==> config.mk <==
export PLATFORM = sky130hd
export DESIGN_NAME = rmq_div
export DESIGN_NICKNAME = d
export VERILOG_FILES = /design/src/rtl/rmq_pkg.sv /design/src/rtl/rmq_div.sv
export SDC_FILE = /design/constraint.sdc
export NUM_CORES = 1
export LEC_CHECK = 0
export ABC_AREA = 0
export BUFFER_PORTS_ARGS = -buffer_cell sky130_fd_sc_hd__buf_2
export CORE_MARGIN = 3
export CORE_UTILIZATION = 55
export DETAILED_ROUTE_END_ITERATION = 10
export GPL_ROUTABILITY_DRIVEN = 0
export GPL_TIMING_DRIVEN = 0
export PLACE_DENSITY = 0.71
export SYNTH_ARGS = -nofsm -noshare
export SYNTH_HDL_FRONTEND = slang
export SYNTH_SLANG_ARGS = --single-unit
==> constraint.sdc <==
create_clock -name clk -period 4.3 [get_ports clk]
set_input_delay 0.43 -clock clk [delete_from_list [all_inputs] [get_ports clk]]
set_output_delay 0.43 -clock clk [all_outputs]
set_load 0.1 [all_outputs]
==> src/rtl/rmq_pkg.sv <==
package rmq_pkg;

  // field and datapath widths
  localparam int DATA_W      = 16;
  localparam int FRAC_W      = 14;
  localparam int NUM_W       = DATA_W + 1;
  localparam int RAD_W       = FRAC_W + 3;
  localparam int ROOT_W      = 16;
  localparam int SQIN_W      = 2 * ROOT_W;
  localparam int QUO_W       = FRAC_W + 1;
  localparam int DEN_W       = ROOT_W + 1;
  localparam int CFG_W       = 21;

  // pipeline depths
  localparam int SQRT_STAGES = ROOT_W;
  localparam int DIV_STAGES  = QUO_W;
  localparam int PIPE_LAT    = 2 * SQRT_STAGES + 2 * DIV_STAGES + 6;

  // constants
  localparam logic [CFG_W-1:0]  CFG_RESET = 21'd2684;
  localparam logic [QUO_W-1:0]  COMP_MAX  = '1;
  localparam logic [DATA_W-1:0] UNIT_Q    = 16'd16384;

  // branch codes, also the index of the branch's own component
  localparam logic [1:0] BR_X = 2'd0;
  localparam logic [1:0] BR_Y = 2'd1;
  localparam logic [1:0] BR_Z = 2'd2;
  localparam logic [1:0] BR_W = 2'd3;

  typedef struct packed {
    logic [1:0]            big;
    logic [2:0][NUM_W-1:0] n;
  } sb1_t;

  typedef struct packed {
    logic [1:0]       big;
    logic [2:0]       neg;
    logic [2:0]       sat;
    logic             zero;
    logic [QUO_W-1:0] own;
  } sb2_t;

  typedef struct packed {
    logic                  ident;
    logic [3:0][QUO_W-1:0] qm;
    logic [3:0]            qs;
  } sb3_t;

  typedef struct packed {
    logic       ident;
    logic [3:0] qs;
  } sb4_t;

  typedef struct packed {
    logic [DATA_W-1:0] x;
    logic [DATA_W-1:0] y;
    logic [DATA_W-1:0] z;
    logic [DATA_W-1:0] w;
  } res_t;

endpackage

==> src/rtl/rmq_div.sv <==
module rmq_div
  import rmq_pkg::*;
(
  input  logic              clk,
  input  logic              ce,
  input  logic [SQIN_W-1:0] num,
  input  logic [DEN_W-1:0]  den,
  output logic [QUO_W-1:0]  quo
);

  // restoring division, one quotient bit per stage; needs num < den << QUO_W
  logic [DEN_W-1:0] rem_r   [DIV_STAGES];
  logic [QUO_W-1:0] rest_r  [DIV_STAGES];
  logic [QUO_W-1:0] quo_r   [DIV_STAGES];
  logic [DEN_W-1:0] den_r   [DIV_STAGES];
  logic [DEN_W-1:0] rem_nxt [DIV_STAGES];
  logic [QUO_W-1:0] rest_nxt[DIV_STAGES];
  logic [QUO_W-1:0] quo_nxt [DIV_STAGES];
  logic [DEN_W-1:0] den_nxt [DIV_STAGES];

  always_comb begin
    logic [DEN_W-1:0] rem_in;
    logic [QUO_W-1:0] rest_in;
    logic [QUO_W-1:0] quo_in;
    logic [DEN_W-1:0] den_in;
    logic [DEN_W:0]   sh;
    for (int k = 0; k < DIV_STAGES; k++) begin
      if (k == 0) begin
        rem_in  = num[SQIN_W-1:QUO_W];
        rest_in = num[QUO_W-1:0];
        quo_in  = '0;
        den_in  = den;
      end else begin
        rem_in  = rem_r[k-1];
        rest_in = rest_r[k-1];
        quo_in  = quo_r[k-1];
        den_in  = den_r[k-1];
      end
      sh = {rem_in, rest_in[QUO_W-1]};
      if (sh >= {1'b0, den_in}) begin
        rem_nxt[k] = DEN_W'(sh - {1'b0, den_in});
        quo_nxt[k] = {quo_in[QUO_W-2:0], 1'b1};
      end else begin
        rem_nxt[k] = DEN_W'(sh);
        quo_nxt[k] = {quo_in[QUO_W-2:0], 1'b0};
      end
      rest_nxt[k] = {rest_in[QUO_W-2:0], 1'b0};
      den_nxt[k]  = den_in;
    end
  end

  always_ff @(posedge clk) begin
    if (ce) begin
      for (int k = 0; k < DIV_STAGES; k++) begin
        rem_r[k]  <= rem_nxt[k];
        rest_r[k] <= rest_nxt[k];
        quo_r[k]  <= quo_nxt[k];
        den_r[k]  <= den_nxt[k];
      end
    end
  end

  assign quo = quo_r[DIV_STAGES-1];

endmodule

==> Word-level counts from Yosys, hierarchy flattened <==
Memory sizes are Yosys's and may differ from the RTL's.
Index checks and enable logic that the tools add are counted.
{ "classes": {"add_sub_neg": 15, "mul": 0, "div": 0, "order_cmp": 15, "n_eq_ne": 0, "shifts": 0, "muxes": 32, "n_bitwise": 0, "n_reduce_logical": 0} }
{ "op_table": {"columns": ["op", "count"], "rows": [
  ["$ge 18x17->1", 15],
  ["$mux 17", 15],
  ["$sub 17x17->17", 15],
  ["$mux 1", 17]
]} }
{ "word_totals": {"regBits": 0, "latchBits": 0, "mem_bits_rw": 945, "rom_bits": 0, "inputBits": 51, "n_memories": 4} }
{ "memory_table": {"columns": ["name", "depth", "width", "rd", "rd_ports_with_merged_regs", "wr", "line", "text"], "rows": [
  ["den_r", 15, 17, 14, 0, 15, "rmq_div.sv:15", "logic [DEN_W-1:0] den_r [DIV_STAGES];"],
  ["rem_r", 15, 17, 14, 0, 15, "rmq_div.sv:12", "logic [DEN_W-1:0] rem_r [DIV_STAGES];"],
  ["quo_r", 15, 15, 15, 0, 15, "rmq_div.sv:14", "logic [QUO_W-1:0] quo_r [DIV_STAGES];"],
  ["rest_r", 15, 14, 14, 0, 15, "rmq_div.sv:13", "logic [QUO_W-1:0] rest_r [DIV_STAGES];"]
]} }

==> Logic depth before layout (Yosys ltp) <==
An unclocked memory read counts as a cell.
{ "logic_depth": {"word_depth": 3, "ltp_mapped": 14, "depth_no_buf": 12} }

==> Worst setup path after synthesis <==
OpenSTA, ideal clock, no wires.
{ "synth_timing": {"kind": "reg2reg", "start": "memory rest_r[0][27] (netlist name)", "end": "memory rem_r[0][42] (netlist name) (data pin)", "arrival_ns": 2.815, "t_required_ns": 4.040, "path_slack_ns": 1.225, "path_stages_with_launch": 14, "cell_sequence": "edfxtp_1 > inv_1 > ha_1 > inv_1 > fa_1 > a21oi_2 > nor2_1 > o21ai_2 > a21oi_2 > o21ai_1 > a21oi_2 > a2111oi_4 > buf_6 > mux2_4"} }
{ "synth_rtl": {"columns": ["item", "line"], "rows": [
  ["start, declared", "rmq_div.sv:13"],
  ["end, declared", "rmq_div.sv:12"]
]} }

==> results.md <==
- The run finished with clean final reports.
- The detail route stage leaves a number of antenna-violating nets equal to 0.
- The tree is rooted in a clkbuf_16.
- The H-tree was split into 3 levels.
- The number of antenna violations at the first check in global routing is 0.
- Clock tree synthesis found a total of 701 sinks.
- Across the run, the number of max-cap violations was 0.
- The startpoint of the most critical hold path is num[7].
- In this run, the number of DRC markers left after iteration 0 of detailed routing was 1559.
- Setup repair after global routing left no endpoint under its margin.
- The largest vdd supply drop is 0.404 mV.
- The worst setup path is launched from a flop.
- In this run the worst hold path is classified as in2reg.
- The share of the synthesized area in the top cell type is 59.2%.
- The netlist area before placement is 35600 um2.
- The share of the core filled with cells in the final layout is 62.7%.
- In this run the standard cell core region covers 63500 um2.
- Among all flip-flop cells after synthesis, the most frequent one is edfxtp_1.
- The power density over the cells is 705 nW/um2.
- In this run, CTS created clock tree buffers numbering 76.
- For this block, the via count after detailed routing is 22600.
- Final hold analysis gives a worst-case slack of 48.4 ps.
- The count of port buffers added during placement is 65.
- Along the worst path, the maximum fanout reaches 10.
- For the pin with the worst max-slew slack, the measured transition is 1010 ps.
- The setup slack after layout is 356 ps.
- In this run the cell area measured after placement is 37100 um2.
- The floorplan step defined a die boundary enclosing 67800 um2.
- The number of nets handed over by synthesis was 3168.
- The number of buffers on the longest clock path is 3.
- After synthesis, the share of flip-flops with an asynchronous set or reset is 0%.
- The first-pass iteration count of the detailed router is 7.
- The global-route wire length before repair is 112000 um.
- For this configuration, the core starts out at a cell density of 56.0%.
- The post-route netlist has 10.2% of its cells at a drive strength greater than 1.
- Synthesis produced 2848 cells.
- Synthesis inferred 701 register bits.
- The sequential share of the synthesized area is 59.2%.
- The final cycle utilization of the critical path is 91.7%.
- The overall die height is 260 um.
- The filler cell count is 4794.
- Global routing used 20.5% of the available tracks across all layers.
- The clock-pin slew on the worst setup and hold paths is 60 ps.
- With fillers left out, the area of the finished cells amounts to 39800 um2.
- The number of enable-type register cells in the synthesized netlist is 701.
- STA classifies the critical path endpoint as a flop.
- The insertion delay of the later-clocked pin in the worst-skew pair is 630 ps.
- The final clock skew is 29.6 ps.
- In this run the static leakage power is 0.0159 uW.
- The Yosys warning count is 0.
- Summed over all layers, the global routing overflow is 0.
- The pin count of the biggest net entering global routing is 135.
- The source of the critical timing path is rest_r[0][55].
- In this run, distinct cell masters in the synthesized netlist total 77.
- Data on the critical path is required at its endpoint by 4640 ps.
- The count of pins on the block boundary is 66.
- The die span in x is 260 um.
- Yosys attributes the largest share of cell area to edfxtp_1, ha_1, o21ai_0.
- The setup slack after placement is 363 ps.
- Measured against its own limit, the worst slew margin works out to 32.9%.
- The kind of critical path is reg2reg.
- The mean instance size in the synthesized netlist is 12.5 um2.
- The estimated wirelength of the detail-placed design is 50000 um.
- The count of final hold-check violations is 0.
- Counting instances in the post-synthesis netlist gives the leading cell types as edfxtp_1, inv_1, ha_1.
- The total inserted antenna cells is 0.
- Using the TritonRoute via totals, the vias-per-cell ratio works out to 5.75.
- The startpoint identified for the worst register-to-register timing path is rest_r[0][55].
- The via count of the first global-routing pass is 23100.
- After floorplanning, the core was divided into 92 placement rows.
- The arrival time at the worst endpoint is 4280 ps.
- In the final design database the tool counted 3346 nets.
- The total count of max-transition violations in the final report is 0.
- The TritonCTS clock tree is built.
- The peak clock frequency supported by timing is 254 MHz.
- For this run, design rule violations remaining after detail routing come to 0.
- Summed over all layers, the routed wires come to 69200 um.
- Setup total negative slack on the finished layout was measured at 0 ps.
- The area added between synthesis and finish is 11.9%.
- The post-synthesis cell type with the largest combined area is edfxtp_1.
- The most numerous cell in the Yosys netlist is edfxtp_1.
- The final critical-path required period is 3940 ps.
- The final count of negative-setup-slack endpoints is 0.
- In this run the post-CTS setup repair buffer count came out at 0.
- After detailed routing, the average wire length per cell comes to 17.6 um.
## report_power, final
| group | switching (uW) | leakage, uW | internal, uW | total [uW] |
|---|---|---|---|---|
| clock | 2660 | 0.00116 | 3580 | 6250 |
| sequential | 820 | 0.00686 | 9790 | 10600 |
| combinational | 6390 | 0.00791 | 4810 | 11200 |
## final cells by class
type | instances | area [um2] | area share (%)
sequential | 701 | 21100 | 52.9
multi-input combinational | 1791 | 13100 | 33.0
clock buffer | 90 | 1950 | 4.91
inverter | 318 | 1190 | 3.00
tap | 846 | 1060 | 2.66
timing repair buffer | 100 | 773 | 1.94
clock inverter | 45 | 445 | 1.12
buffer | 38 | 193 | 0.484
## layout by cell type (no fill, tap or decap), types with 7 or more instances in the layout
master           n
edfxtp_1       701
inv_1          318
ha_1           255
nand2_1        248
o21ai_0        247
a21oi_1        172
xnor2_1        107
nor2_1          94
xor2_1          87
buf_2           79
clkbuf_16       76
a21o_1          72
mux2_2          66
clkbuf_1        32
nand2b_1        31
o21bai_1        31
dlygate4sd3_1   30
nor3_1          29
o21a_1          29
a31oi_1         28
nand4_1         27
nand3_1         25
a211oi_1        24
clkinv_1        22
nor2b_1         20
and3_1          17
mux2_4          17
fa_1            14
or2_2           13
o31a_1           9
o31ai_1          9
clkinv_2         9
mux2i_1          7
## logic make-up after synthesis
logic type                 Yosys count  synth area share (%)
xor gates and xnor gates           194                  4.78
muxes                               93                  3.10
AOI/OAI and AO/OA                  697                  12.3
buffers and inverters              356                  3.90
DFF                                701                  59.2
adders and majority gates          269                  9.75
and+or+nand+nor                    538                  7.01
## what timing repair did
| item | CTS | global route |
|---|---|---|
| hold buffers | 30 | 0 |
| gates resized for setup | 0 | 0 |
| hold endpoints to repair | 30 | 0 |
## worst max-delay path, cell delays in order (launching register included)
cell and delay (ps):
edfxtp_1 490, inv_1 110, ha_1 170, inv_1 50
fa_1 420, a211oi_1 350, or3_1 180, nand3_1 130
nor3_1 290, nor3_1 120, nor4_2 600, clkbuf_1 550
o21ai_0 190
## registers in the layout (all words and copies together), names as in the netlist
signal,count
den_r,238
quo_r,120
rem_r,238
rest_r,105
## metrics by stage
stage                     power [uW]  std cells
after floorplan                18900       2848
after global placement         21200       3759
after detailed placement       21600       3764
after CTS                      28100       3929
after global routing           29800       3929
final                          28100       3929
## worst paths after layout
| check | endpoint | slack, ps | depth (start not counted) |
|---|---|---|---|
| max | rem_r[0][68] | 360 | 12 |
| min | rest_r[0][7] | 50 | 1 |
| max reg2reg | rem_r[0][68] | 360 | 12 |
| min reg2reg | quo_r[1][64] | 410 | 0 |
## metal layers
layer,up-vias,global-route usage [%],part of all wire (%)
met5,-,0,0
met4,0,10.2,5.1
met3,223,3.21,4.0
met2,636,37.8,52
met1,10900,22.9,39
li1,10800,-,-
No activity file was read; power rests on OpenSTA's default activity.
