## config.mk

```make
export PLATFORM = sky130hd
export DESIGN_NAME = rmq_sqrt
export DESIGN_NICKNAME = d
export VERILOG_FILES = /design/src/rtl/rmq_pkg.sv /design/src/rtl/rmq_sqrt.sv
export SDC_FILE = /design/constraint.sdc
export NUM_CORES = 1
export LEC_CHECK = 0
export ABC_AREA = 1
export BUFFER_PORTS_ARGS = -buffer_cell sky130_fd_sc_hd__buf_2
export CORE_ASPECT_RATIO = 0.7
export CORE_MARGIN = 3
export CORE_UTILIZATION = 35
export DETAILED_ROUTE_END_ITERATION = 16
export SLEW_MARGIN = 40
export SYNTH_ARGS = -nofsm -noshare
export SYNTH_HDL_FRONTEND = slang
export SYNTH_SLANG_ARGS = --single-unit
```

## constraint.sdc

```tcl
create_clock -name clk -period 2.21 [get_ports clk]
set_input_delay 0.442 -clock clk [delete_from_list [all_inputs] [get_ports clk]]
set_output_delay 0.442 -clock clk [all_outputs]
set_load 0.03 [all_outputs]
```

## src/rtl/rmq_pkg.sv

```systemverilog
package rmq_pkg;

  // field and datapath widths
  localparam int DATA_W      = 16;
  localparam int FRAC_W      = 14;
  localparam int NUM_W       = DATA_W + 1;
  localparam int RAD_W       = FRAC_W + 3;
  localparam int ROOT_W      = 16;
  localparam int SQIN_W      = 2 * ROOT_W;
  localparam int QUO_W       = FRAC_W + 1;
  localparam int DEN_W       = ROOT_W + 1;
  localparam int CFG_W       = 21;

  // pipeline depths
  localparam int SQRT_STAGES = ROOT_W;
  localparam int DIV_STAGES  = QUO_W;
  localparam int PIPE_LAT    = 2 * SQRT_STAGES + 2 * DIV_STAGES + 6;

  // constants
  localparam logic [CFG_W-1:0]  CFG_RESET = 21'd2684;
  localparam logic [QUO_W-1:0]  COMP_MAX  = '1;
  localparam logic [DATA_W-1:0] UNIT_Q    = 16'd16384;

  // branch codes, also the index of the branch's own component
  localparam logic [1:0] BR_X = 2'd0;
  localparam logic [1:0] BR_Y = 2'd1;
  localparam logic [1:0] BR_Z = 2'd2;
  localparam logic [1:0] BR_W = 2'd3;

  typedef struct packed {
    logic [1:0]            big;
    logic [2:0][NUM_W-1:0] n;
  } sb1_t;

  typedef struct packed {
    logic [1:0]       big;
    logic [2:0]       neg;
    logic [2:0]       sat;
    logic             zero;
    logic [QUO_W-1:0] own;
  } sb2_t;

  typedef struct packed {
    logic                  ident;
    logic [3:0][QUO_W-1:0] qm;
    logic [3:0]            qs;
  } sb3_t;

  typedef struct packed {
    logic       ident;
    logic [3:0] qs;
  } sb4_t;

  typedef struct packed {
    logic [DATA_W-1:0] x;
    logic [DATA_W-1:0] y;
    logic [DATA_W-1:0] z;
    logic [DATA_W-1:0] w;
  } res_t;

endpackage

```

## src/rtl/rmq_sqrt.sv

```systemverilog
module rmq_sqrt
  import rmq_pkg::*;
(
  input  logic              clk,
  input  logic              ce,
  input  logic [SQIN_W-1:0] rad,
  output logic [ROOT_W-1:0] root
);

  logic [ROOT_W+1:0]  rem_r   [SQRT_STAGES];
  logic [ROOT_W-1:0]  root_r  [SQRT_STAGES];
  logic [SQIN_W-1:0]  rest_r  [SQRT_STAGES];
  logic [ROOT_W+1:0]  rem_nxt [SQRT_STAGES];
  logic [ROOT_W-1:0]  root_nxt[SQRT_STAGES];
  logic [SQIN_W-1:0]  rest_nxt[SQRT_STAGES];

  // one root bit per stage, two radicand bits brought down
  always_comb begin
    logic [ROOT_W+1:0] rem_in;
    logic [ROOT_W-1:0] root_in;
    logic [SQIN_W-1:0] rest_in;
    logic [ROOT_W+3:0] sh;
    logic [ROOT_W+3:0] trial;
    for (int k = 0; k < SQRT_STAGES; k++) begin
      if (k == 0) begin
        rem_in  = '0;
        root_in = '0;
        rest_in = rad;
      end else begin
        rem_in  = rem_r[k-1];
        root_in = root_r[k-1];
        rest_in = rest_r[k-1];
      end
      sh    = {rem_in, rest_in[SQIN_W-1 -: 2]};
      trial = {2'b00, root_in, 2'b01};
      if (sh >= trial) begin
        rem_nxt[k]  = (ROOT_W+2)'(sh - trial);
        root_nxt[k] = {root_in[ROOT_W-2:0], 1'b1};
      end else begin
        rem_nxt[k]  = (ROOT_W+2)'(sh);
        root_nxt[k] = {root_in[ROOT_W-2:0], 1'b0};
      end
      rest_nxt[k] = {rest_in[SQIN_W-3:0], 2'b00};
    end
  end

  always_ff @(posedge clk) begin
    if (ce) begin
      for (int k = 0; k < SQRT_STAGES; k++) begin
        rem_r[k]  <= rem_nxt[k];
        root_r[k] <= root_nxt[k];
        rest_r[k] <= rest_nxt[k];
      end
    end
  end

  assign root = root_r[SQRT_STAGES-1];

endmodule

```

# After elaboration in Yosys (flattened, before gate mapping)
# Memories as Yosys holds them, arrays and structs flattened.
# Index checks and enable logic that the tools add are counted.
# totals
regBits,0
ramBits,1024
in_bits,34
output_inout_bits,16
elab_cells,69
mem_count,3
# op_classes
add_sub_neg,16
n_lt_le_gt_ge,16
n_mux,34
# memory_table
memory,words,width,rd,rd_ports_with_merged_regs,wr,line_no,rtl
rest_r,16,30,15,0,16,rmq_sqrt.sv:12,logic [SQIN_W-1:0] rest_r [SQRT_STAGES];
rem_r,16,18,15,0,16,rmq_sqrt.sv:10,logic [ROOT_W+1:0] rem_r [SQRT_STAGES];
root_r,16,16,16,0,16,rmq_sqrt.sv:11,logic [ROOT_W-1:0] root_r [SQRT_STAGES];
# op_table
operator,count
$ge 20x18->1,15
$mux 18,16
$sub 18x18->18,15
$mux 1,18
$sub 2x1->3 const B,1
$ge 2x1->1 const B,1

# Logic depth before layout (Yosys ltp)
# Gate-level depths: netlist (run 1).
# An unclocked memory read counts as a cell.
# depth
ltp_word,3
depth_mapped,14
depth_no_buf,13

# Least setup slack after synthesis (run 1)
# No wires, ideal clock.
# synth_timing
kind,reg-to-reg
startpoint,mem rem_r[0][0] (netlist bit)
endpoint,mem rem_r[0][18] (netlist bit) (data pin)
setup_time_ps,270
arrival_ps,1654
t_required_ps,1940
setup_slack_ps,285
stages_incl_launch_ff,9
n_path_buf,1
period_less_slack_ps,1925
path_cell_list,edfxtp_1 -> ha_1 -> inv_1 -> o21ai_0 -> inv_1 -> ha_1 -> and2_1 -> clkbuf_1 -> xor2_1
# synth_rtl
item,line_no
"start, declared",rmq_sqrt.sv:10

==> impl_metrics.py, run 1 <==
metrics = {
    "timing": {
        "fin_skew_ns": 0.0424,
        "setup_viol": 0,
        "max_freq_mhz": 468,
        "post-route-min-period_ns": 2.14,
        "maxSlewViolCount": 0,
        "hold_violations": 0,
        "tightest_slew_ns": 0.646,
        "relSlewSlack": 0.566,
        "post-route-period-util": 0.966,
        "setup-tns-final_ns": 0,
    },
    "die": {
        "chipWidth_um": 370,
        "start_util": 0.357,
        "rows": 92,
        "core_area_um2": 90900,
        "io_pins": 50,
        "die_h_um": 261,
        "fp.dieArea_um2": 96400,
    },
    "yosys": {
        "synth.top_cells.by_area": "edfxtp_1 (58%), nand2_1 (10%), ha_1 (5.9%)",
        "ys.flop_type": "edfxtp_1",
        "yosys_warnings": 0,
        "synth_cells": 3282,
        "syn_area_per_cell_um2": 9.88,
        "seq_area_frac_synth": 0.580,
        "synth-edff-count": 626,
        "synth.distinct_cells": 48,
        "syn-num-nets": 3469,
        "synth.top_cell.area_share": 0.580,
        "synthArstFlopShare": 0,
        "yosys.area.top_type": "edfxtp_1",
        "synth_seq_cells": 626,
        "syn-cell-area_um2": 32400,
    },
    "hold_path": {
        "hp-class": "in2reg",
    },
    "outcome": {
        "status": "complete, no violations",
    },
    "global_routing": {
        "grt_max_degree": 65,
        "grt_pass1_vias": 20991,
        "antenna_found_initial": 0,
        "grt_usage": 0.151,
        "grt_overflow": 0,
        "grt_pass1_wl_um": 115000,
    },
    "detailed_routing": {
        "drc": 0,
        "wirelength_um": 72800,
        "drt-pass1-iter-count": 5,
        "drt_iter0_drc": 1720,
        "via_per_inst": 4.67,
        "final_antenna_net_count": 0,
        "num_vias": 22667,
        "wl_per_cell_um": 15.0,
    },
    "power": {
        "peakVddDrop_v": 0.000607,
        "power_density_nw_per_um2": 853,
        "totalPowerFinal_mw": 32.8,
        "leakage_nw": 16.3,
    },
    "critical_path": {
        "critPathMaxFanout": 23,
        "worstPathCellList": "ha_1, a21oi_1, nand2_1, a21oi_4, nand2_2, nor2_4, buf_12, o21ai_1",
        "critPathKind": "reg2reg",
        "cp_data_required_time_ns": 2.60,
        "path_delay_family": "compound AO/OA/AOI/OAI gates",
        "max_stage_delay_ns": 0.40,
        "arrival_ns": 2.53,
        "crit_buf_inv": 1,
        "slowest_stage": "edfxtp_1",
        "end_kind": "register",
        "start_kind": "register",
    },
    "run": {
        "maxCapViolations": 0,
    },
    "cts": {
        "cts_tree": "built",
        "clock_path_buffers": 3,
        "cts_num_sinks": 626,
        "cts_htree_levels": 3,
        "clockRootBuffer": "clkbuf_16",
        "clk_pin_slew_ns": 0.07,
        "clk_latency_ns": 0.66,
        "cts_buffers": 66,
    },
    "final_layout": {
        "areaGrowthSynthToFinish_pct": 18.5,
        "finalNetCount": 3764,
        "final_common_cell": "nand2_1",
        "drive_gt1_frac": 0.152,
        "fillCellCount": 8794,
        "most-common-layout-cells": "nand2_1 (885), edfxtp_1 (626), inv_1 (474)",
        "fin_cells": 4851,
        "antenna_cells": 0,
    },
    "placed_design": {
        "gp_congestion": 0.904,
        "portBuffers": 49,
        "dp.cells": 4687,
        "dp_hpwl_um": 55000,
    },
}
[area by class of cell]
type	count	area [µm²]	share of cell area
clock inverters	43	504	0.0131
multi-input cells	2136	11900	0.309
well taps	1222	1530	0.0398
inverters	494	1880	0.0490
repair buffers	253	2130	0.0554
clock buffers	77	1710	0.0446
flip-flops and latches	626	18800	0.489
[Yosys cell counts (30+ instances only)]
cell type / n
a21oi_1: 126
a21oi_2: 41
edfxtp_1: 626
ha_1: 153
inv_1: 477
nand2_1: 893
nand3_1: 194
nand3b_1: 38
nand4_1: 51
nor2_1: 262
nor3_1: 30
o21ai_0: 85
o21ai_2: 30
xnor2_1: 42
xor2_1: 57
[worst reg2reg max path, delay by kind of cell, from the launching register on]
family	cells	cell delay, ns
buffers and inverters	1	0.17
and+or+nand+nor	3	0.38
adders and majority gates	1	0.35
DFF	1	0.40
AOI/OAI and AO/OA	3	0.57
[routing by layer]
metal / wire (µm) / share of wire / track usage / up-vias
li1: - / - / - / 11578
met1: 39000 / 0.54 / 0.246 / 10456
met2: 27800 / 0.38 / 0.198 / 566
met3: 4870 / 0.067 / 0.0329 / 67
met4: 1020 / 0.014 / 0.0319 / 0
met5: 0 / 0 / 0 / -
[power breakdown]
group,switching [mW],total (mW),internal (mW)
clock network,4.80,11.4,6.60
logic,3.71,6.08,2.37
registers,0.773,15.3,14.5
total,9.29,32.8,23.5
[stage by stage]
stage | hold slack (ns) | cell area [µm²] | util | setup slack [ns]
floorplan | 0.400 | 32400 | - | 0.285
global placement | 0.400 | 35400 | 0.389 | -0.00233
detailed placement | 0.405 | 35400 | 0.389 | 0.00715
CTS | 0.0121 | 37900 | 0.417 | 0.0146
global route | 0.0637 | 38400 | 0.422 | -0.0253
finish | 0.0786 | 38400 | 0.422 | 0.0745
[registers in the layout, summed over array words and instances (netlist names)]
signal and count:
rest_r 240, rem_r 250, root_r 136
[final timing paths]
path,start,endpoint,slack (ns),cells past startpoint
setup reg to reg,rem_r[1][99]$_DFFE_PP_,rem_r[1][114]$_DFFE_PP_,0.07,8
setup / recovery,rem_r[1][99]$_DFFE_PP_,rem_r[1][114]$_DFFE_PP_,0.07,8
hold / removal,rad[30],rem_r[0][1]$_DFFE_PP_,0.08,3
hold reg to reg,rest_r[1][147]$_DFFE_PP_,rest_r[1][179]$_DFFE_PP_,0.41,0
[what timing repair did]
item,CTS,global route
endpoints found under the hold margin,30,0
cloned,0,2
setup endpoints to repair,1,187
pin swaps,0,7
gates resized for setup,1,98
hold buffers,30,0
buffers inserted,0,12
[kinds of logic after synthesis]
family          Yosys count  share of synthesized area
simple gates           1557                      0.209
flops                   626                      0.580
fa+ha+maj               153                     0.0590
other cells               1                   0.000116
xor+xnor                 99                     0.0267
buf+inv                 521                     0.0658
compound gates          325                     0.0598
(Power assumes the default switching activity.)
==> run 2: changes to the inputs <==
--- a/config.mk
+++ b/config.mk
@@ -7,9 +7,9 @@
 export LEC_CHECK = 0
 export ABC_AREA = 1
 export BUFFER_PORTS_ARGS = -buffer_cell sky130_fd_sc_hd__buf_2
-export CORE_ASPECT_RATIO = 0.7
+export CORE_ASPECT_RATIO = 2
 export CORE_MARGIN = 3
-export CORE_UTILIZATION = 35
+export CORE_UTILIZATION = 45
 export DETAILED_ROUTE_END_ITERATION = 16
 export SLEW_MARGIN = 40
 export SYNTH_ARGS = -nofsm -noshare
==> impl_metrics.py, run 2 (synthesis gave the netlist of run 1 again) <==
metrics = {
    "global_routing": {
        "grt_pass1_wl_um": 135000,
        "grt_pass1_vias": 25123,
        "antenna_found_initial": 4,
        "grt_overflow": 0,
        "grt_max_degree": 78,
        "grt_usage": 0.239,
    },
    "power": {
        "power_density_nw_per_um2": 829,
        "leakage_nw": 17.0,
        "peakVddDrop_v": 0.000725,
    },
    "critical_path": {
        "reg2regPathDepth": 11,
        "cp_data_required_time_ns": 2.57,
        "reg2reg_slack_ns": 0.05,
        "crit_buf_inv": 2,
        "start_kind": "register",
        "worstPathCellList": "inv_1, ha_1, nand2_1, nand2_2, a21oi_2, o21ai_2, nor2_2, nand2_4, buf_6, nand3_1, nand2_1",
        "path_delay_family": "simple AND/OR/NAND/NOR gates",
        "cpMostUsedCell": "nand2_1",
        "slowest_stage": "edfxtp_1",
        "critPathLaunch": "root_r[1][71]$_DFFE_PP_",
        "end_kind": "register",
        "max_stage_delay_ns": 0.39,
        "r2r_start": "root_r[1][71]$_DFFE_PP_",
        "critPathMaxFanout": 8,
        "arrival_ns": 2.52,
        "critPathKind": "reg2reg",
        "r2r_end": "rem_r[1][99]$_DFFE_PP_",
    },
    "timing": {
        "tightest_slew_ns": 0.618,
        "worst_slack_ns": 0.0518,
        "maxSlewViolCount": 0,
        "relSlewSlack": 0.585,
        "setup_viol": 0,
        "fin_skew_ns": 0.0159,
        "post-route-min-period_ns": 2.16,
        "post-route-period-util": 0.977,
        "hold_violations": 0,
        "max_freq_mhz": 463,
        "rsz0062_at_grt": "true",
    },
    "final_layout": {
        "most-common-layout-cells": "nand2_1 (872), edfxtp_1 (626), inv_1 (469)",
        "largest_reg_flops": 250,
        "final_common_cell": "nand2_1",
        "reg_top3": "rem_r: 250 flops, rest_r: 240 flops, root_r: 136 flops",
        "fillCellCount": 6335,
        "areaGrowthSynthToFinish_pct": 21.7,
        "drive_gt1_frac": 0.206,
        "finalInstanceArea_um2": 39500,
        "finalNetCount": 3913,
        "max_flop_register": "rem_r",
    },
    "detailed_routing": {
        "drc": 0,
        "drt_iter0_drc": 1130,
        "drt-pass1-iter-count": 6,
        "wl_per_cell_um": 19.4,
        "final_antenna_net_count": 0,
        "wirelength_um": 91000,
        "via_per_inst": 5.12,
        "num_vias": 24001,
    },
    "hold_path": {
        "min_to": "rest_r[0][5]$_DFFE_PP_",
        "hp-class": "in2reg",
        "hold_path_depth": 1,
        "min_from": "rad[5]",
    },
    "die": {
        "rows": 138,
        "core_area_um2": 71100,
        "start_util": 0.456,
        "chipWidth_um": 196,
        "io_pins": 50,
        "fp.dieArea_um2": 75500,
        "die_h_um": 386,
    },
    "outcome": {
        "status": "complete, no violations",
    },
    "placed_design": {
        "place_area_um2": 36100,
        "portBuffers": 49,
        "dp_hpwl_um": 73000,
        "gp_congestion": 0.964,
        "dp_slack_ns": -0.213,
    },
    "run": {
        "maxCapViolations": 0,
    },
    "cts": {
        "clk_pin_slew_ns": 0.07,
        "clk_latency_ns": 0.63,
        "cts_num_sinks": 626,
        "clock_path_buffers": 3,
        "clockRootBuffer": "clkbuf_16",
        "cts_htree_levels": 2,
        "cts_buffers": 56,
        "cts_tree": "built",
    },
}
==> run 2: through the flow <==
step                total power, mW  TNS [ns]  hold WS, ns  utilization  std cells
global route                   34.2    -0.232       0.0232        0.555       4684
CTS                            32.5   -0.0152     0.000886        0.540       4649
global placement               22.0     -3.10        0.400        0.507       4513
detailed placement             22.1     -4.05        0.405        0.507       4513
finish                         32.7         0       0.0446        0.555       4684
floorplan                      19.1         0        0.400            -       3282
==> run 2: power breakdown <==
part / total, mW / internal (mW) / switching (mW)
registers: 15.3 / 14.5 / 0.798
clock network: 10.3 / 5.78 / 4.49
logic: 7.12 / 2.89 / 4.23
total: 32.7 / 23.2 / 9.51
==> run 2: layer usage <==
layer,up-vias,GRT usage,routed length [µm]
met3,377,0.0265,2300
met4,0,0.223,10500
met2,548,0.509,54000
li1,11850,-,-
met5,-,0,0
met1,11226,0.165,24300
==> run 2: layout make-up <==
| class | count | area (µm²) | area share |
|---|---|---|---|
| multi-input cells | 2135 | 12400 | 0.314 |
| flip-flops and latches | 626 | 18800 | 0.476 |
| diodes | 4 | 10.0 | 0.000254 |
| clock buffers | 63 | 1450 | 0.0367 |
| repair buffers | 413 | 3330 | 0.0844 |
| clock inverters | 39 | 450 | 0.0114 |
| inverters | 494 | 1880 | 0.0478 |
| well taps | 910 | 1140 | 0.0289 |
==> run 2: worst register-to-register path: stages (launching register included) <==
cell	delay [ns]
edfxtp_1	0.39
inv_1	0.06
ha_1	0.33
nand2_1	0.11
nand2_2	0.09
a21oi_2	0.18
o21ai_2	0.09
nor2_2	0.15
nand2_4	0.14
buf_6	0.18
nand3_1	0.07
nand2_1	0.10
==> run 2: worst max-delay path by stage <==
stage / endpoint / depth (start not counted)
4_1_cts: rem_r[1][30]$_DFFE_PP_ / 11
3_3_place_gp: rem_r[1][27]$_DFFE_PP_ / 8
2_1_floorplan: rem_r[0][18]$_DFFE_PP_ / 8
3_5_place_dp: rem_r[1][24]$_DFFE_PP_ / 11
5_1_grt: rem_r[1][99]$_DFFE_PP_ / 11
6_report: rem_r[1][99]$_DFFE_PP_ / 11
==> run 2: what timing repair did <==
| action | in CTS | in global routing |
|---|---|---|
| setup buffers | 6 | 31 |
| pin swaps | 3 | 30 |
| hold endpoints to repair | 28 | 0 |
| hold buffers | 28 | 0 |
| setup endpoints to repair | 51 | 184 |
| gates resized for setup | 30 | 159 |
